===== src/design/nwte_pkg.sv =====
`timescale 1ns / 1ps

package nwte_pkg;

	localparam int IF_W          = 27;
	localparam int CLK_W         = 27;
	localparam int FREQ_W        = 23;
	localparam int TPS_W         = 24;
	localparam int WORD_BITS_DEF = 23;
	localparam int CFG_IDX_W     = 1;

	localparam logic [CLK_W-1:0] ADC_CLOCK_RST = 27'd28800000;

	localparam logic [CFG_IDX_W-1:0] REG_ADC_CLOCK    = 1'b0;
	localparam logic [CFG_IDX_W-1:0] REG_SPECTRUM_INV = 1'b1;

	localparam logic [1:0] BW_NONE = 2'd3;

	localparam logic [1:0] FFT_2K      = 2'd0;
	localparam logic [1:0] FFT_8K      = 2'd1;
	localparam logic [2:0] GUARD_MAX   = 3'd3;
	localparam logic [2:0] HIER_MAX    = 3'd3;
	localparam logic [2:0] CONST_MAX   = 3'd2;
	localparam logic [2:0] RATE_MAX    = 3'd4;
	localparam logic [2:0] RATE_NONE   = 3'd7;

	typedef struct packed {
		logic [IF_W-1:0] if_freq_hz;
		logic [1:0]      bandwidth_code;
		logic [1:0]      fft_mode;
		logic [2:0]      guard_code;
		logic [2:0]      hierarchy_code;
		logic [2:0]      constellation_code;
		logic [2:0]      rate_high_code;
		logic [2:0]      rate_low_code;
	} tune_req_t;

	typedef struct packed {
		logic [FREQ_W-1:0] freq_word;
		logic [FREQ_W-1:0] freq_word_mirror;
		logic              freq_word_valid;
		logic [TPS_W-1:0]  tps_bits;
		logic              auto_detect;
		logic              bad_bandwidth;
	} tune_rsp_t;

	typedef struct packed {
		logic [CFG_IDX_W-1:0] addr;
		logic [CLK_W-1:0]     wdata;
	} cfg_wr_t;

endpackage


===== src/design/nwte_req_if.sv =====
`timescale 1ns / 1ps

interface nwte_req_if;
	logic                  valid;
	logic                  ready;
	nwte_pkg::tune_req_t   data;

	modport source (output valid, output data, input ready);
	modport sink (input valid, input data, output ready);
endinterface


===== src/design/nwte_rsp_if.sv =====
`timescale 1ns / 1ps

interface nwte_rsp_if;
	logic                  valid;
	logic                  ready;
	nwte_pkg::tune_rsp_t   data;

	modport source (output valid, output data, input ready);
	modport sink (input valid, input data, output ready);
endinterface


===== src/design/nwte_cfg_if.sv =====
`timescale 1ns / 1ps

interface nwte_cfg_if;
	logic                valid;
	logic                ready;
	nwte_pkg::cfg_wr_t   data;

	modport source (output valid, output data, input ready);
	modport sink (input valid, input data, output ready);
endinterface


===== src/design/if_nco_word_and_tps_encoder.sv =====
`timescale 1ns / 1ps

// Tune request encoder: turns an IF frequency into an NCO frequency word and
// packs the DVB-T transmission parameters into three TPS bytes.
// Channels: req takes one tune request per transfer, rsp gives one result per
// request, cfg writes the ADC clock (index 0) and the inversion flag (index 1);
// cfg is always ready; it is to be written only while no request is in
// flight, a rule for the user that the block itself does not enforce. When
// the word is recomputed (first tune or new bandwidth) the IF is reduced
// modulo the ADC clock one bit per cycle, folded in the fold state and
// divided by the clock one quotient bit per cycle into a WORD_BITS-bit word.
// Other requests, including an unsupported bandwidth, go from idle straight
// to the done state and on into the output register. One request is worked
// on at a time; the next one is taken as soon as the result sits in the output
// register, even while the receiver stalls it. A stalled result holds until it
// is taken and the block then waits with req not ready.
// Reset sets the clock to 28.8 MHz, clears inversion and marks the next tune
// as the first one.
module if_nco_word_and_tps_encoder #(
	parameter int WORD_BITS = nwte_pkg::WORD_BITS_DEF
) (
	input  logic       clk,
	input  logic       arst_n,
	nwte_req_if.sink   req,
	nwte_rsp_if.source rsp,
	nwte_cfg_if.sink   cfg
);
	import nwte_pkg::*;

	localparam int CNT_MAX = (IF_W > WORD_BITS) ? IF_W : WORD_BITS;
	localparam int CNT_W   = $clog2(CNT_MAX);
	localparam int EXT_W   = (WORD_BITS > FREQ_W) ? WORD_BITS : FREQ_W;

	localparam logic [2:0] ST_IDLE = 3'd0;
	localparam logic [2:0] ST_MOD  = 3'd1;
	localparam logic [2:0] ST_FOLD = 3'd2;
	localparam logic [2:0] ST_DIV  = 3'd3;
	localparam logic [2:0] ST_DONE = 3'd4;

	logic [2:0]           state_q;
	logic [CNT_W-1:0]     cnt_q;
	logic [CLK_W-1:0]     adc_clk_q;
	logic                 spectrum_inv_q;
	logic [1:0]           last_bw_q;
	logic                 first_q;
	logic                 rsp_valid_q;
	tune_rsp_t            rsp_q;

	logic [IF_W-1:0]      f_sh_q;
	logic [CLK_W-1:0]     rem_q;
	logic [WORD_BITS-1:0] quo_q;
	logic                 neg_q;
	logic                 zero_q;
	logic                 bad_q;
	logic                 recomp_q;
	logic [TPS_W-1:0]     tps_q;
	logic                 auto_q;

	logic                 req_fire;
	logic                 rsp_load;
	logic                 recomp;
	logic [CLK_W:0]       trial;
	logic [CLK_W:0]       diff;
	logic                 fits;
	logic [7:0]           byte0;
	logic [7:0]           byte1;
	logic [7:0]           byte2;
	logic                 autom;
	logic [WORD_BITS-1:0] quo_eff;
	logic [WORD_BITS-1:0] quo_neg;
	logic [WORD_BITS-1:0] word;
	logic [WORD_BITS-1:0] mirror;
	logic [EXT_W-1:0]     word_ext;
	logic [EXT_W-1:0]     mirror_ext;
	logic                 inv;
	tune_rsp_t            result;

	assign req.ready = (state_q == ST_IDLE);
	assign req_fire  = req.valid && req.ready;
	assign cfg.ready = 1'b1;
	assign rsp.valid = rsp_valid_q;
	assign rsp.data  = rsp_q;
	assign rsp_load  = (state_q == ST_DONE) && (!rsp_valid_q || rsp.ready);

	assign recomp = (req.data.bandwidth_code != last_bw_q) || first_q;

	// Shared restoring step: the modulo shifts in IF bits, the division zeros.
	always_comb begin
		if (state_q == ST_MOD) begin
			trial = {rem_q, f_sh_q[IF_W-1]};
		end else begin
			trial = {rem_q, 1'b0};
		end
		diff = trial - {1'b0, adc_clk_q};
		fits = (trial >= {1'b0, adc_clk_q});
	end

	always_comb begin
		byte0 = 8'd0;
		byte1 = 8'h10;
		byte2 = 8'd0;
		autom = 1'b0;
		if (req.data.fft_mode == FFT_8K) begin
			byte0[0] = 1'b1;
		end else if (req.data.fft_mode != FFT_2K) begin
			autom = 1'b1;
		end
		if (req.data.guard_code <= GUARD_MAX) begin
			byte0[3:2] = req.data.guard_code[1:0];
		end else begin
			autom = 1'b1;
		end
		if (req.data.hierarchy_code <= HIER_MAX) begin
			byte0[5:4] = req.data.hierarchy_code[1:0];
		end else begin
			autom = 1'b1;
		end
		byte1[3:2] = req.data.bandwidth_code;
		if (req.data.constellation_code <= CONST_MAX) begin
			byte1[7:6] = req.data.constellation_code[1:0];
		end else begin
			autom = 1'b1;
		end
		if (req.data.rate_high_code <= RATE_MAX) begin
			byte2[2:0] = req.data.rate_high_code;
		end else begin
			autom = 1'b1;
		end
		if (req.data.rate_low_code <= RATE_MAX) begin
			byte2[5:3] = req.data.rate_low_code;
		end else if (req.data.rate_low_code != RATE_NONE) begin
			autom = 1'b1;
		end
	end

	// The stored word and its mirror are the quotient and its negation,
	// swapped when inversion applies.
	always_comb begin
		quo_eff    = zero_q ? '0 : quo_q;
		quo_neg    = '0 - quo_eff;
		inv        = ~(neg_q ^ spectrum_inv_q);
		word       = inv ? quo_neg : quo_eff;
		mirror     = inv ? quo_eff : quo_neg;
		word_ext   = EXT_W'(word);
		mirror_ext = EXT_W'(mirror);
		result     = '0;
		if (bad_q) begin
			result.bad_bandwidth = 1'b1;
		end else begin
			result.tps_bits    = tps_q;
			result.auto_detect = auto_q;
			if (recomp_q) begin
				result.freq_word        = word_ext[FREQ_W-1:0];
				result.freq_word_mirror = mirror_ext[FREQ_W-1:0];
				result.freq_word_valid  = 1'b1;
			end
		end
	end

	always_ff @(posedge clk or negedge arst_n) begin
		if (!arst_n) begin
			state_q        <= ST_IDLE;
			cnt_q          <= '0;
			adc_clk_q      <= ADC_CLOCK_RST;
			spectrum_inv_q <= 1'b0;
			last_bw_q      <= BW_NONE;
			first_q        <= 1'b1;
			rsp_valid_q    <= 1'b0;
		end else begin
			if (cfg.valid) begin
				unique case (cfg.data.addr)
					REG_ADC_CLOCK:    adc_clk_q      <= cfg.data.wdata;
					REG_SPECTRUM_INV: spectrum_inv_q <= cfg.data.wdata[0];
					default: ;
				endcase
			end
			if (rsp_load) begin
				rsp_valid_q <= 1'b1;
			end else if (rsp.ready) begin
				rsp_valid_q <= 1'b0;
			end
			unique case (state_q)
				ST_IDLE: begin
					if (req_fire) begin
						if (req.data.bandwidth_code != BW_NONE) begin
							last_bw_q <= req.data.bandwidth_code;
							first_q   <= 1'b0;
						end
						if (req.data.bandwidth_code != BW_NONE && recomp) begin
							cnt_q   <= CNT_W'(IF_W - 1);
							state_q <= ST_MOD;
						end else begin
							state_q <= ST_DONE;
						end
					end
				end
				ST_MOD: begin
					if (cnt_q == '0) begin
						state_q <= ST_FOLD;
					end else begin
						cnt_q <= cnt_q - CNT_W'(1);
					end
				end
				ST_FOLD: begin
					cnt_q   <= CNT_W'(WORD_BITS - 1);
					state_q <= ST_DIV;
				end
				ST_DIV: begin
					if (cnt_q == '0) begin
						state_q <= ST_DONE;
					end else begin
						cnt_q <= cnt_q - CNT_W'(1);
					end
				end
				ST_DONE: begin
					if (rsp_load) begin
						state_q <= ST_IDLE;
					end
				end
				default: state_q <= ST_IDLE;
			endcase
		end
	end

	always_ff @(posedge clk) begin
		unique case (state_q)
			ST_IDLE: begin
				if (req_fire) begin
					f_sh_q   <= req.data.if_freq_hz;
					rem_q    <= '0;
					bad_q    <= (req.data.bandwidth_code == BW_NONE);
					recomp_q <= recomp;
					tps_q    <= {byte2, byte1, byte0};
					auto_q   <= autom;
				end
			end
			ST_MOD: begin
				f_sh_q <= {f_sh_q[IF_W-2:0], 1'b0};
				rem_q  <= fits ? diff[CLK_W-1:0] : trial[CLK_W-1:0];
			end
			ST_FOLD: begin
				if (adc_clk_q == '0) begin
					zero_q <= 1'b1;
					neg_q  <= 1'b0;
					rem_q  <= '0;
				end else if (rem_q > (adc_clk_q >> 1)) begin
					zero_q <= 1'b0;
					neg_q  <= 1'b1;
					rem_q  <= adc_clk_q - rem_q;
				end else begin
					zero_q <= 1'b0;
					neg_q  <= 1'b0;
				end
			end
			ST_DIV: begin
				quo_q <= {quo_q[WORD_BITS-2:0], fits};
				rem_q <= fits ? diff[CLK_W-1:0] : trial[CLK_W-1:0];
			end
			ST_DONE: begin
				if (rsp_load) begin
					rsp_q <= result;
				end
			end
			default: ;
		endcase
	end

endmodule


===== src/flat_wrapper.sv =====
// flat-port wrapper written by rule: the top's interface ports become plain ports
module if_nco_word_and_tps_encoder_flat import nwte_pkg::*;
#(
	parameter int WORD_BITS = nwte_pkg::WORD_BITS_DEF
)
  (clk, arst_n, req_valid, req_data, req_ready, rsp_valid, rsp_data, rsp_ready, cfg_valid, cfg_data, cfg_ready);
  nwte_req_if req_i ();
  nwte_rsp_if rsp_i ();
  nwte_cfg_if cfg_i ();
  input  logic clk;
  input  logic arst_n;
  input wire logic [$bits(req_i.valid)-1:0] req_valid;
  input wire logic [$bits(req_i.data)-1:0] req_data;
  output wire logic [$bits(req_i.ready)-1:0] req_ready;
  output wire logic [$bits(rsp_i.valid)-1:0] rsp_valid;
  output wire logic [$bits(rsp_i.data)-1:0] rsp_data;
  input wire logic [$bits(rsp_i.ready)-1:0] rsp_ready;
  input wire logic [$bits(cfg_i.valid)-1:0] cfg_valid;
  input wire logic [$bits(cfg_i.data)-1:0] cfg_data;
  output wire logic [$bits(cfg_i.ready)-1:0] cfg_ready;
  assign req_i.valid = req_valid;
  assign req_i.data = req_data;
  assign req_ready = req_i.ready;
  assign rsp_valid = rsp_i.valid;
  assign rsp_data = rsp_i.data;
  assign rsp_i.ready = rsp_ready;
  assign cfg_i.valid = cfg_valid;
  assign cfg_i.data = cfg_data;
  assign cfg_ready = cfg_i.ready;
  if_nco_word_and_tps_encoder #(.WORD_BITS(WORD_BITS)) u_core (.clk(clk), .arst_n(arst_n), .req(req_i), .rsp(rsp_i), .cfg(cfg_i));
endmodule

===== config.mk =====
export PLATFORM = sky130hd
export DESIGN_NAME = if_nco_word_and_tps_encoder_flat
export DESIGN_NICKNAME = d
export VERILOG_FILES = /design/src/design/nwte_pkg.sv /design/src/design/nwte_req_if.sv /design/src/design/nwte_rsp_if.sv /design/src/design/nwte_cfg_if.sv /design/src/design/if_nco_word_and_tps_encoder.sv /design/src/flat_wrapper.sv
export SDC_FILE = /design/constraint.sdc
export NUM_CORES = 1
export LEC_CHECK = 0
export BUFFER_PORTS_ARGS = -buffer_cell sky130_fd_sc_hd__buf_2
export CORE_MARGIN = 5
export CORE_UTILIZATION = 63
export CTS_BUF_LIST = sky130_fd_sc_hd__clkbuf_16
export DETAILED_ROUTE_END_ITERATION = 12
export PLACE_DENSITY = 0.86
export SYNTH_ARGS = -nofsm -noshare
export SYNTH_HDL_FRONTEND = slang
export SYNTH_SLANG_ARGS = --single-unit

===== constraint.sdc =====
create_clock -name clk -period 9.9 [get_ports clk]
set_input_delay 1.485 -clock clk [delete_from_list [all_inputs] [get_ports clk]]
set_output_delay 1.485 -clock clk [all_outputs]
set_load 0.01 [all_outputs]

Word level (Yosys, flattened, before mapping)
Cells that the tools add are included.

Add/subtract/negate cells: 4. Multiply operators: 0. Div/mod/pow operators: 0. Order comparisons: 7. Equality and inequality tests: 16. Shift-type cells: 0. Mux-type cells: 36. Bitwise gates (word level): 3. Reduce and logical (&&, ||, !) cells: 24.

Operators by type and width (count): 2-to-1 mux 27 bit (5); one-hot mux 27 bit (3 select lines) (1); 2-to-1 mux 23 bit (3); one-hot mux 27 bit (2 select lines) (1); subtractor 27 bit (2); >= comparator 28 x 27 -> 1 bit (1); greater-than comparator 27 x 26 -> 1 bit (1); logical NOT 27 bit (1); subtractor 1 x 23 -> 23 bit (first input constant) (1); 2-to-1 mux 1 bit (16); 2-to-1 mux 3 bit (5); 2-to-1 mux 5 bit (3); one-hot mux 3 bit (5 select lines) (1); one-hot mux 5 bit (3 select lines) (1); inequality test 2 bit (second input constant) (5); AND reduction 2 bit (5); less-or-equal comparator 3 x 2 -> 1 bit (second input constant) (3); AND reduction 4 bit (2); equality test 3 x 2 -> 1 bit (second input constant) (2); less-or-equal comparator 3 bit (second input constant) (2); AND reduction 3 bit (2); nonzero test 2 bit (3); logical NOT 5 bit (1); subtractor 5 x 1 -> 5 bit (second input constant) (1); other kinds (16) (22).

Register bits: 202. Bits in latches: 0. Bits in writable memories: 0. ROM bits: 0. Input port bits: 79. Logic and storage cells: 117. Memories: 0.

Depth between registers and ports, before layout
Gate-level depths: netlist of the first run.

Word-level depth: 9. Gate-level depth with buffers: 17. Mapped depth without buffers: 14.

Worst setup path before layout of the first run
Ideal clock, no wire load.

Kind: register to register. Start point: register u_core.adc_clk_q[14]. End point: register u_core.rem_q[0], enable pin. Setup time: 420 ps. Arrival time: 3364 ps. Slack: 6116 ps. Stages on the path, launching flop included: 12. Buffers on the path: 0. Clock period less this slack: 3784 ps. Path through: dfstp_2 -> inv_1 -> ha_1 -> and4_1 -> and3_1 -> nor2b_1 -> nand2_1 -> a21o_1 -> nand2_1 -> o21ai_0 -> o2bb2ai_1 -> a21oi_1.

Longest elaborated chain between the ends: 3.

Ends and longest elaborated chain: start, declared (RTL line if_nco_word_and_tps_encoder.sv:42) `logic [CLK_W-1:0] adc_clk_q;`; start signal, assigned (RTL line if_nco_word_and_tps_encoder.sv:172) `REG_ADC_CLOCK: adc_clk_q <= cfg.data.wdata;`; greater-than comparator 27 x 26 -> 1 bit or logical NOT 27 bit (tied branches) (RTL line if_nco_word_and_tps_encoder.sv:246, if_nco_word_and_tps_encoder.sv:242); inequality test 3 x 1 -> 1 bit (no source line) *; AND reduction 3 bit (no source line) *; end signal, assigned (RTL line if_nco_word_and_tps_encoder.sv:239) `rem_q <= fits ? diff[CLK_W-1:0] : trial[CLK_W-1:0];`; end signal, assigned (RTL line if_nco_word_and_tps_encoder.sv:249) `rem_q <= adc_clk_q - rem_q;`; end signal, assigned (RTL line if_nco_word_and_tps_encoder.sv:257) `rem_q <= fits ? diff[CLK_W-1:0] : trial[CLK_W-1:0];`; end, declared (RTL line if_nco_word_and_tps_encoder.sv:50) `logic [CLK_W-1:0] rem_q;`.

Mark *: on every way between the ends. The rest lies on a longest branch, timed or not. A chain may end at the register's enable or synchronous reset.

Worst setup path in the final report of the first run
Start point: register u_core.state_q[2]. End point: register u_core.rem_q[0], data pin.

Longest elaborated chain between the ends: 5.

Ends and longest elaborated chain: start, declared (RTL line if_nco_word_and_tps_encoder.sv:40) `logic [2:0] state_q;`; start signal, assigned (RTL line if_nco_word_and_tps_encoder.sv:162) `state_q <= ST_IDLE;`; start signal, assigned (RTL line if_nco_word_and_tps_encoder.sv:191) `state_q <= ST_MOD;`; start signal, assigned (RTL line if_nco_word_and_tps_encoder.sv:193) `state_q <= ST_DONE;`; equality test 3 x 1 -> 1 bit (RTL line if_nco_word_and_tps_encoder.sv:89, if_nco_word_and_tps_encoder.sv:226); 2-to-1 mux 1 bit (RTL line if_nco_word_and_tps_encoder.sv:89) `if (state_q == ST_MOD) begin`; subtractor 27 bit or >= comparator 28 x 27 -> 1 bit (tied branches) (RTL line if_nco_word_and_tps_encoder.sv:94, if_nco_word_and_tps_encoder.sv:95); 2-to-1 mux 27 bit (RTL line if_nco_word_and_tps_encoder.sv:239, if_nco_word_and_tps_encoder.sv:257); one-hot mux 27 bit (3 select lines) * (RTL line if_nco_word_and_tps_encoder.sv:226) `unique case (state_q)`.

Marks and branches as above.

==> results.md, run 1 <==
- Synth area leader: edfxtp_1
- Nature of the critical path startpoint: flip-flop
- Non-Filler Instances: 1599
- Global-route wire length before repair: 45000 um
- Synth Instances: 1217
- Placed insts: 1559
- Clock Latency Late Sink: 520 ps
- Core area: 0.0187 mm2
- Post-CTS Setup Bufs: 0
- Tcrit/Tclk final: 45.3%
- PD cells: 342 mW/mm2
- RR Startpoint: u_core.state_q[2]
- Register area share after synthesis: 48.9%
- Routed Antenna Nets: 0
- Die area: 0.0219 mm2
- Seq pwr share: 31.8%
- Vias: 9547
- Worst hold margin: 466 ps
- Asr flop ratio synth: 19.9%
- Clock slew seen by the registers of the worst setup and hold paths: 60 ps
- Reg2Reg Depth: 17
- CTS Buf Count: 22
- Top_reg_cell synth: edfxtp_1
- Critical Path AT: 4860 ps
- Switching part of the total: 40.7%
- PostCTS Resize Cnt: 0
- RSZ-0062 raised after global routing: no
- Initial DRC count: 708
- Hold Crit Class: reg -> reg
- Wire per inst: 17.4 um
- Clk buf depth: 3
- Cell area after synthesis: 0.0120 mm2
- Ant. Diodes: 0
- Layout cells sized above 1: 18.2%
- Psw: 1.90 mW
- Synth cell types: 76
- Total gr overflow: 0
- Via count of the first global-routing pass: 9403
- Overall power: 4.68 mW
- Drt drc: 0
- Die W: 148 um
- Via density: 5.97
- Final Hold Fails: 0
- Yosys top cell area share: 40.4%
- Worst path required time: 10280 ps
- Die Ht: 148 um
- Initial Utilization: 64.1%
- Slew @ Worst Pin: 1130 ps
- Initial antenna violation count: 0
- Clock sinks: 201
- Cts-stage hold buffer count: 0
- H-tree depth: 1
- Post-layout nets: 1487
- Setup-failing EPs final: 0
- I/O Buffers: 145
- Yosys reg bits: 201
- Most frequent cells in the layout: 161 x edfxtp_1, 145 x buf_2, 144 x nor2_1, 115 x a21oi_1, 104 x nand2_1
- Slew Limit Fails: 0
- Clock share of power: 18.7%
- Crit-path max FO: 31
- Max frequency: 223 MHz
- Synth-to-Final Area Change: 14.1%
- CTS root buf: clkbuf_16
- P_leak: 5.67 nW
- # IOs: 155
- Final min period: 4490 ps
- Fillers: 1312
- Final Skew: 11.4 ps
- Power share of the combinational group: 49.5%
- CTS tree: done
- Placement Rows: 50
- Post-synth EDFFs: 161
- Kind of critical path: reg -> reg
- Router iterations before antenna repair: 7
- GP Congestion: 0.918
- Critical path launch point: u_core.state_q[2]
- Crit path to: u_core.rem_q[0]
- R2r setup slk: 5410 ps
- Yosys warning count: 0
- Most common cell after layout, fill and taps aside: edfxtp_1
- DPL Wire Length: 19600 um
- Dominant cells by area after synthesis: edfxtp_1 40%, ha_1 6.0%, dfrtp_1 5.4%
- Slew headroom: 24.4%
- Worst R2R End: u_core.rem_q[0]
- Avg Inst Size Synth: 9.85 um2
- Final WL: 27800 um
- Int Pwr: 2.78 mW
- Setup tns final: 0 ps
- Global-route usage over all layers: 24.9%
- Critical Path Sink Type: flip-flop
- Outcome: finished, final reports clean
- Largest net degree at the start of global routing: 65
- Max-cap check violation count: 0
- VDD IR max: 0.207 mV
-- final cells by class --
cell class / count / area (um2) / share of cell area, %
Sequential cell: 201 / 5850 / 42.8
Multi-Input combinational cell: 895 / 5670 / 41.5
Timing Repair Buffer: 156 / 808 / 5.91
Clock buffer: 22 / 551 / 4.03
Tap cell: 234 / 293 / 2.14
Inverter: 73 / 274 / 2.00
Clock inverter: 18 / 219 / 1.60
-- cells by family after synthesis --
logic type,synth area share [%]
compound gates,18.1
xor+xnor,4.31
fa+ha+maj,6.29
buf+inv,4.47
flops,48.9
mux,2.70
other cells,0.0627
simple gates,15.3
-- per-layer routing --
| layer | track usage, % | vias to the layer above | part of all wire [%] |
|---|---|---|---|
| li1 | - | 4648 | - |
| met1 | 32.0 | 4475 | 41 |
| met2 | 44.0 | 374 | 50 |
| met3 | 3.62 | 50 | 6.8 |
| met4 | 7.30 | 0 | 2.3 |
| met5 | 0 | - | 0 |
-- Yosys cell counts (all sizes together), types with 3 or more instances --
cell and count:
a21oi 117, o31ai 5, xnor2 30, a211o 3, o211ai 8, nor2b 41
edfxtp 161, or2 5, dfstp 14, o21a 13, o32ai 4, a31oi 8
nand2b 15, dfrtp 26, a21o 32, mux2 27, nor2 145, ha 57
nand2 104, o22ai 14, inv 72, nor4 8, buf 20, or3 11
a311o 4, nand4 9, a311oi 18, a211oi 7, o21ai 82, xor2 29
and3 12, clkbuf 35, nor3 23, nor3b 4, nand3 11, a21boi 7
-- registers in the layout, indices dropped and copies added, names as in the netlist, 2 cells and up --
name / flops
u_core.cnt_q: 5
u_core.rsp.data: 64
u_core.adc_clk_q: 27
u_core.tps_q: 15
u_core.last_bw_q: 2
u_core.quo_q: 23
u_core.f_sh_q: 27
u_core.state_q: 3
u_core.rem_q: 27
-- power by group through the flow --
| stage | Combinational [mW] | Clock (mW) | Sequential [mW] |
|---|---|---|---|
| 2_1_floorplan | 1.78 | 0 | 1.45 |
| 3_3_place_gp | 2.19 | 0 | 1.48 |
| 3_5_place_dp | 2.26 | 0 | 1.50 |
| 4_1_cts | 2.29 | 0.882 | 1.48 |
| 5_1_grt | 2.56 | 0.918 | 1.51 |
| 6_report | 2.32 | 0.874 | 1.49 |
-- worst min-delay path by stage --
stage / start / to / slack [ps] / cells past startpoint
6_report: u_core.first_q / u_core.first_q / 470 / 1
5_1_grt: u_core.first_q / u_core.first_q / 480 / 1
4_1_cts: u_core.first_q / u_core.first_q / 470 / 1
3_5_place_dp: u_core.first_q / u_core.first_q / 460 / 1
3_3_place_gp: u_core.first_q / u_core.first_q / 440 / 1
2_1_floorplan: u_core.first_q / u_core.first_q / 440 / 1
-- critical path: stages, from the launching register on --
cell and delay [ps]:
dfrtp_1 470, nand2b_1 190, buf_4 250, nor2_2 120
buf_4 330, nand2_1 160, ha_1 240, fa_1 390
nand2b_1 190, a21oi_1 190, nand2_1 90, nand2_1 140
a31oi_1 90, o21ai_4 530, buf_4 420, nand2_1 200
a22o_1 250, o21ai_1 60
-- through the flow --
step / instance area, um2 / util, % / setup WS [ps]
2_1_floorplan: 12000 / - / 6120
3_5_place_dp: 12900 / 69.0 / 5520
3_3_place_gp: 12900 / 69.0 / 5690
4_1_cts: 13700 / 73.1 / 5450
6_report: 13700 / 73.1 / 5410
5_1_grt: 13700 / 73.1 / 5130
Note: power is estimated with default switching activity, not from simulation.
==> run 2, diff against run 1 <==
CORE_UTILIZATION = 59   (was 63)
PLACE_DENSITY = 0.81   (was 0.86)
clock period = 4.3 ns   (was 9.9 ns; I/O delays follow)
==> run 2 against run 1 <==
  * Non-clock buffer count rose by 2
  * Clock skew fell by 2.7 ps
  * Clock power rose by 100%
  * Largest power group unchanged
  * Critical path depth fell by 3
  * Count of clock-buffer cells in the layout did not move
  * Wire length fell by 1.9%
  * Global-route usage fell by 2.1 points
  * Register-to-register slack got worse by 4600 ps
  * Via count fell by 0.37%
  * Sequential cell count did not move
  * Final area fell by 0.22%
==> results.md, run 2 (synthesized netlist as in run 1, its figures left out) <==
- Global-route usage over all layers: 22.8% (was 24.9%)
- Global-route wire length before repair: 44700 um (was 45000 um)
- Total gr overflow: 0 (unchanged)
- Router iterations before antenna repair: 5 (was 7)
- Setup WS post-layout: 793 ps (was 5410 ps)
- Tcrit/Tclk final: 81.6% (was 45.3%)
- Critical Path Sink Type: flip-flop (unchanged)
- Setup tns final: 0 ps (unchanged)
- Initial Utilization: 59.6% (was 64.1%)
- Critical Path AT: 3760 ps (was 4860 ps)
- PD cells: 771 mW/mm2 (was 342 mW/mm2)
- P_leak: 5.62 nW (was 5.67 nW)
- Most common cell after layout, fill and taps aside: edfxtp_1 (unchanged)
- Post-CTS Setup Bufs: 0 (unchanged)
- Seq pwr share: 32.6% (was 31.8%)
- Int Pwr: 6.17 mW (was 2.78 mW)
- Worst path required time: 4550 ps (was 10280 ps)
- Die area: 0.0233 mm2 (was 0.0219 mm2)
- # IOs: 155 (unchanged)
- Routed Antenna Nets: 0 (unchanged)
- Met1 usage: 30.4% (was 32.0%)
- Largest Register: u_core.rsp.data (unchanged)
- Nature of the critical path startpoint: flip-flop (unchanged)
- Cts-stage hold buffer count: 0 (unchanged)
- GP Congestion: 0.913 (was 0.918)
- Storage cell area: 0.00585 mm2 (unchanged)
- Most frequent cells in the layout: 161 x edfxtp_1, 145 x buf_2, 144 x nor2_1, 115 x a21oi_1, 104 x nand2_1 (unchanged)
- Clock Latency Late Sink: 510 ps (was 520 ps)
- Wire per inst: 16.7 um (was 17.4 um)
- Max reg flops: 64 (unchanged)
- Finished Cell Area: 0.0136 mm2 (was 0.0137 mm2)
- H-tree depth: 1 (unchanged)
- Initial DRC count: 693 (was 708)
- Area of the multi-input gates: 0.00567 mm2 (unchanged)
- Grt met2 use: 38.9% (was 44.0%)
- Ant. Diodes: 0 (unchanged)
- CTS root buf: clkbuf_16 (unchanged)
- Clk buf depth: 3 (unchanged)
- Via density: 5.81 (was 5.97)
- Drt drc: 0 (unchanged)
- Fillers: 1538 (was 1312)
- Clock sinks: 201 (unchanged)
- Vias: 9512 (was 9547)
- R2r setup slk: 790 ps (was 5410 ps)
- Kind of critical path: reg -> reg (unchanged)
- Die W: 153 um (was 148 um)
- Initial antenna violation count: 0 (unchanged)
- Busiest layer in global routing: met2 (unchanged)
- CTS tree: done (unchanged)
- Largest net degree at the start of global routing: 55 (was 65)
- CTS Buf Count: 22 (unchanged)
- Cell Area, Placed: 0.0130 mm2 (was 0.0129 mm2)
- I/O Buffers: 145 (unchanged)
- Die Ht: 153 um (was 148 um)
- Synth-to-Final Area Change: 13.8% (was 14.1%)
- Slew @ Worst Pin: 1150 ps (was 1130 ps)
- Max-cap check violation count: 0 (unchanged)
- Final Skew: 8.65 ps (was 11.4 ps)
- Max frequency: 285 MHz (was 223 MHz)
- Setup-failing EPs final: 0 (unchanged)
- Hold Crit Class: in -> async (was reg -> reg)
- Layout cells sized above 1: 18.4% (was 18.2%)
- Slew Limit Fails: 0 (unchanged)
- Psw: 4.35 mW (was 1.90 mW)
- Switching part of the total: 41.3% (was 40.7%)
- Core area: 0.0201 mm2 (was 0.0187 mm2)
- Dpl ws: 853 ps (was 5520 ps)
- Reg2Reg Depth: 14 (was 17)
- Final Hold Fails: 0 (unchanged)
- Outcome: finished, final reports clean (unchanged)
- Via count of the first global-routing pass: 9130 (was 9403)
- PostCTS Resize Cnt: 0 (unchanged)
- Final WL: 27300 um (was 27800 um)
- Final min period: 3510 ps (was 4490 ps)
- Met3 Use GR: 3.46% (was 3.62%)
- Placement Rows: 52 (was 50)
- Post-layout nets: 1489 (was 1487)
- RSZ-0062 raised after global routing: no (unchanged)
- DPL Wire Length: 19600 um (about the same)
- Clock share of power: 16.9% (was 18.7%)
- Slew headroom: 23.0% (was 24.4%)
- Crit-path max FO: 8 (was 31)
- VDD IR max: 0.478 mV (was 0.207 mV)
- Power share of the combinational group: 50.5% (was 49.5%)
- Clock slew seen by the registers of the worst setup and hold paths: 60 ps (about the same)
## run 2: power groups by stage
| stage | Sequential (mW) | Combinational, mW | Clock (mW) |
|---|---|---|---|
| global placement | 3.42 | 5.08 | 0 |
| floorplan | 3.35 | 4.09 | 0 |
| detailed placement | 3.44 | 5.23 | 0 |
| global route | 3.49 | 5.90 | 1.91 |
| CTS | 3.41 | 5.25 | 1.81 |
| finish | 3.42 | 5.31 | 1.78 |
## run 2: cell type report
class	count	area share (%)
clock inverter	17	0.945
clock buffer	22	4.04
tap	270	2.48
timing repair buffer	158	6.04
sequential	201	42.9
multi-input combinational	895	41.6
inverter	73	2.01
## run 2: final timing paths
| path | from | endpoint |
|---|---|---|
| worst max-delay path | u_core.state_q[2] | u_core.rem_q[22] |
| worst min-delay path | arst_n | u_core.adc_clk_q[19] |
| worst max register to register | u_core.state_q[2] | u_core.rem_q[22] |
| worst min register to register | u_core.first_q | u_core.first_q |
| max in group asynchronous | arst_n | u_core.adc_clk_q[11] |
| min in group clk | cfg_data[20] | u_core.adc_clk_q[20] |
## run 2: critical path, stage by stage (launching register included)
cell and delay [ps]:
dfrtp_1 460, nand2b_1 220, nor2_2 110, nand2_1 90, ha_1 220, fa_1 390, nand2b_1 190, a211oi_1 370
o21ai_1 160, o21ai_0 310, a41o_1 270, a21oi_1 100, xnor2_1 140, a21oi_1 150, o22ai_1 80
## run 2: per-stage QoR
| stage | util, % | hold slack, ps | total power, mW | std cells |
|---|---|---|---|---|
| after floorplan | - | 349 | 7.44 | 1224 |
| after global placement | 64.5 | 444 | 8.49 | 1597 |
| after detailed placement | 64.5 | 448 | 8.67 | 1597 |
| after CTS | 67.8 | 311 | 10.5 | 1636 |
| after global routing | 67.8 | 331 | 11.3 | 1636 |
| final | 67.8 | 285 | 10.5 | 1636 |
## run 2: routing by layer
| layer | share of wire, % | wire length (um) |
|---|---|---|
| met3 | 6.6 | 1800 |
| met1 | 42 | 11500 |
| met2 | 49 | 13300 |
| met4 | 2.3 | 626 |
| met5 | 0 | 0 |
==> run 3, diff against run 2 <==
ABC_AREA = 1   (was default)
CORE_UTILIZATION = 60   (was 59)
PLACE_DENSITY = 0.82   (was 0.81)
clock period = 3.3 ns   (was 4.3 ns; I/O delays follow)
==> run 3 against run 2 <==
  * Largest power group unchanged
  * Synthesized cell count grew 47%
  * Sequential cell count unchanged
  * Wire length up 31%
  * Critical path type unchanged
  * Critical endpoint is now u_core.rem_q[0]
  * Non-clock buffer count is 5 higher
  * Total power is 33% higher
  * Hold slack lost 110 ps
  * Final area rose by 11%
  * Largest cell class is now multi-input combinational cells
  * Count of clock-buffer cells in the layout did not move
  * Sequential share of layout area shrank 4.2 points
  * Worst setup slack lost 490 ps
==> results.md, run 3 <==
- Outcome: finished, final reports clean (unchanged)
- Clk buf depth: 3 (unchanged)
- VDD IR max: 0.461 mV (was 0.478 mV)
- Area of the multi-input gates: 0.00611 mm2 (was 0.00567 mm2)
- Routed Antenna Nets: 0 (unchanged)
- Slew headroom: 25.1% (was 23.0%)
- Critical Path Sink Type: flip-flop (unchanged)
- Layout cells sized above 1: 13.4% (was 18.4%)
- Fillers: 1882 (was 1538)
- Max-cap check violation count: 0 (unchanged)
- Max frequency: 333 MHz (was 285 MHz)
- Via density: 5.38 (was 5.81)
- Clock Latency Late Sink: 530 ps (was 510 ps)
- PD cells: 922 mW/mm2 (was 771 mW/mm2)
- Critical Path AT: 3370 ps (was 3760 ps)
- Initial antenna violation count: 0 (unchanged)
- Die W: 160 um (was 153 um)
- R2r setup slk: 300 ps (was 790 ps)
- Drt drc: 0 (unchanged)
- Cell area after synthesis: 0.0134 mm2 (was 0.0120 mm2)
- Kind of critical path: reg -> reg (unchanged)
- CTS tree: done (unchanged)
- Yosys top cell area share: 36.0% (was 40.4%)
- P_leak: 7.87 nW (was 5.62 nW)
- Worst path required time: 3670 ps (was 4550 ps)
- Clock slew seen by the registers of the worst setup and hold paths: 70 ps (was 60 ps)
- Initial DRC count: 944 (was 693)
- CTS Buf Count: 22 (unchanged)
- Post-synth EDFFs: 161 (unchanged)
- Setup-failing EPs final: 0 (unchanged)
- Worst Path Buf+Inv: 3 (was 0)
- Most common cell after layout, fill and taps aside: nand2_1 (was edfxtp_1)
- Initial Utilization: 61.2% (was 59.6%)
- Via count of the first global-routing pass: 11600 (was 9130)
- Wire per inst: 16.0 um (was 16.7 um)
- Most frequent cells in the layout: 534 x nand2_1, 331 x inv_1, 161 x edfxtp_1, 158 x nor2_1, 145 x buf_2 (was 161 x edfxtp_1, 145 x buf_2, 144 x nor2_1, 115 x a21oi_1, 104 x nand2_1)
- Avg Inst Size Synth: 7.49 um2 (was 9.85 um2)
- Register area share after synthesis: 43.6% (was 48.9%)
- Total gr overflow: 0 (unchanged)
- Cell family with most CP delay: simple AND/OR/NAND/NOR gates (was compound AO/OA/AOI/OAI gates)
- Global-route wire length before repair: 58000 um (was 44700 um)
- Crit-path max FO: 28 (was 8)
- Clock sinks: 201 (unchanged)
- Synth-to-Final Area Change: 12.5% (was 13.8%)
- Global-route usage over all layers: 27.6% (was 22.8%)
- H-tree depth: 1 (unchanged)
- Worst-path cell chain: nor2_2 -> inv_1 -> nor2_1 -> nand2_1 -> ha_1 -> fa_1 -> inv_1 -> nand3_1 -> nand2_1 -> nand2_1 -> nand3_2 -> nand2_4 -> nand3_2 -> buf_8 -> nand2_1 -> nand2_1 -> nand2_1 -> nand2_1 (was nand2b_1 -> nor2_2 -> nand2_1 -> ha_1 -> fa_1 -> nand2b_1 -> a211oi_1 -> o21ai_1 -> o21ai_0 -> a41o_1 -> a21oi_1 -> xnor2_1 -> a21oi_1 -> o22ai_1)
- Placement Rows: 54 (was 52)
- GP Congestion: 0.968 (was 0.913)
- Critical Path Slowest Stage Cell: dfrtp_1 (unchanged)
- Synth cell types: 48 (was 76)
- Die Ht: 160 um (was 153 um)
- Commonest cells in the netlist: 535 x nand2_1, 326 x inv_1, 161 x edfxtp_1, 161 x nor2_1, 121 x nand3_1 (was 161 x edfxtp_1, 145 x nor2_1, 116 x a21oi_1, 104 x nand2_1, 74 x o21ai_0)
- Final Hold Fails: 0 (unchanged)
- Die area: 0.0255 mm2 (was 0.0233 mm2)
- Slew Limit Fails: 0 (unchanged)
- Final WL: 35800 um (was 27300 um)
- Slew @ Worst Pin: 1120 ps (was 1150 ps)
- Worst hold margin: 170 ps (was 285 ps)
- Tcrit/Tclk final: 90.9% (was 81.6%)
- Max stage delay on crit path: 450 ps (was 460 ps)
- Nature of the critical path startpoint: flip-flop (unchanged)
- Synth Instances: 1794 (was 1217)
- Yosys warning count: 0 (unchanged)
- Storage cell area: 0.00585 mm2 (unchanged)
- Hold Crit Class: in -> async (unchanged)
- Max reg flops: 64 (unchanged)
- Dominant cells by area after synthesis: edfxtp_1 36%, nand2_1 15%, inv_1 9.1% (was edfxtp_1 40%, ha_1 6.0%, dfrtp_1 5.4%)
- Router iterations before antenna repair: 5 (unchanged)
- Placed insts: 2193 (was 1597)
- Most frequent cell after synthesis: nand2_1 (was edfxtp_1)
- Synth area leader: edfxtp_1 (unchanged)
- Largest Register: u_core.rsp.data (unchanged)
- I/O Buffers: 145 (unchanged)
- Largest net degree at the start of global routing: 65 (was 55)
- Core area: 0.0220 mm2 (was 0.0201 mm2)
- Asr flop ratio synth: 19.9% (unchanged)
- RSZ-0062 raised after global routing: no (unchanged)
- Ant. Diodes: 0 (unchanged)
- Top_reg_cell synth: edfxtp_1 (unchanged)
- Non-Filler Instances: 2233 (was 1636)
- Setup tns final: 0 ps (unchanged)
- Yosys reg bits: 201 (unchanged)
- Final Skew: 34.3 ps (was 8.65 ps)
- Vias: 12000 (was 9512)
- CTS root buf: clkbuf_16 (unchanged)
- Most used cell, CP: nand2_1
- DPL Wire Length: 28200 um (was 19600 um)
- Post-layout nets: 2075 (was 1489)
- Final min period: 3000 ps (was 3510 ps)
- # IOs: 155 (unchanged)
==> run 3: cell count changes in the layout (fill, tap and decap cells not counted), sizes merged, moves of 23 or more <==
cell,change
nand2,+445
nor2b,-41
mux2,-26
nand3,+115
nor2,+26
nand4,+39
o21ai,-28
inv,+260
a21oi,-23
a21o,-29
==> run 3: metal layers <==
layer / vias to the layer above / GRT usage, % / wire, um
met4: 0 / 10.7 / 1480
met2: 414 / 47.3 / 17100
met3: 90 / 4.20 / 2350
met5: - / 0 / 0
li1: 6022 / - / -
met1: 5487 / 35.5 / 14800
==> run 3: final timing paths <==
check / endpoint / from / depth (start not counted)
worst max-delay path: u_core.rem_q[0] / u_core.state_q[2] / 18
worst min-delay path: u_core.cnt_q[4] / arst_n / 1
worst min register to register: u_core.quo_q[12] / u_core.quo_q[11] / 0
min in group clk: u_core.rsp.valid / rsp_ready / 2
max in group asynchronous: u_core.adc_clk_q[15] / arst_n / 1
worst max register to register: u_core.rem_q[0] / u_core.state_q[2] / 18
==> run 3: cell families (layout without fill, tap and decap cells) <==
group	count (synthesis)	count (layout)	share of synthesized area [%]
fa+ha+maj	59	59	5.61
simple gates	936	936	30.0
xor+xnor	28	28	1.83
flops	201	201	43.6
mux	1	1	0.0838
other cells	2	9	0.0559
compound gates	184	184	7.59
buf+inv	383	535	11.3
==> run 3: area by class of cell <==
type | instances | share of cell area (%)
multi-input cells | 1217 | 40.4
flip-flops and latches | 201 | 38.7
inverters | 332 | 8.24
repair buffers | 163 | 5.74
clock buffers | 22 | 3.64
well taps | 280 | 2.32
clock inverters | 18 | 0.927
==> run 3: power by group <==
| part | leakage (nW) | switching, mW | total [mW] | internal, mW |
|---|---|---|---|---|
| registers | 1.97 | 0.406 | 4.29 | 3.89 |
| logic | 5.55 | 4.93 | 7.27 | 2.34 |
| clock network | 0.354 | 1.00 | 2.37 | 1.37 |
==> run 3: stage by stage <==
stage / total power [mW] / util (%) / instance area (um2) / setup WS [ps]
finish: 13.9 / 68.9 / 15100 / 301
detailed placement: 11.5 / 65.7 / 14400 / 195
CTS: 13.9 / 68.8 / 15100 / 169
floorplan: 9.52 / - / 13500 / 243
global route: 15.0 / 68.9 / 15100 / 32.1
global placement: 11.3 / 65.7 / 14400 / 275
==> run 3: repair_timing <==
item	4_1_cts	5_1_grt
setup endpoints to repair	0	15
buffers inserted	0	0
resized for setup	0	2
endpoints found under the hold margin	0	0
hold buffers	0	0
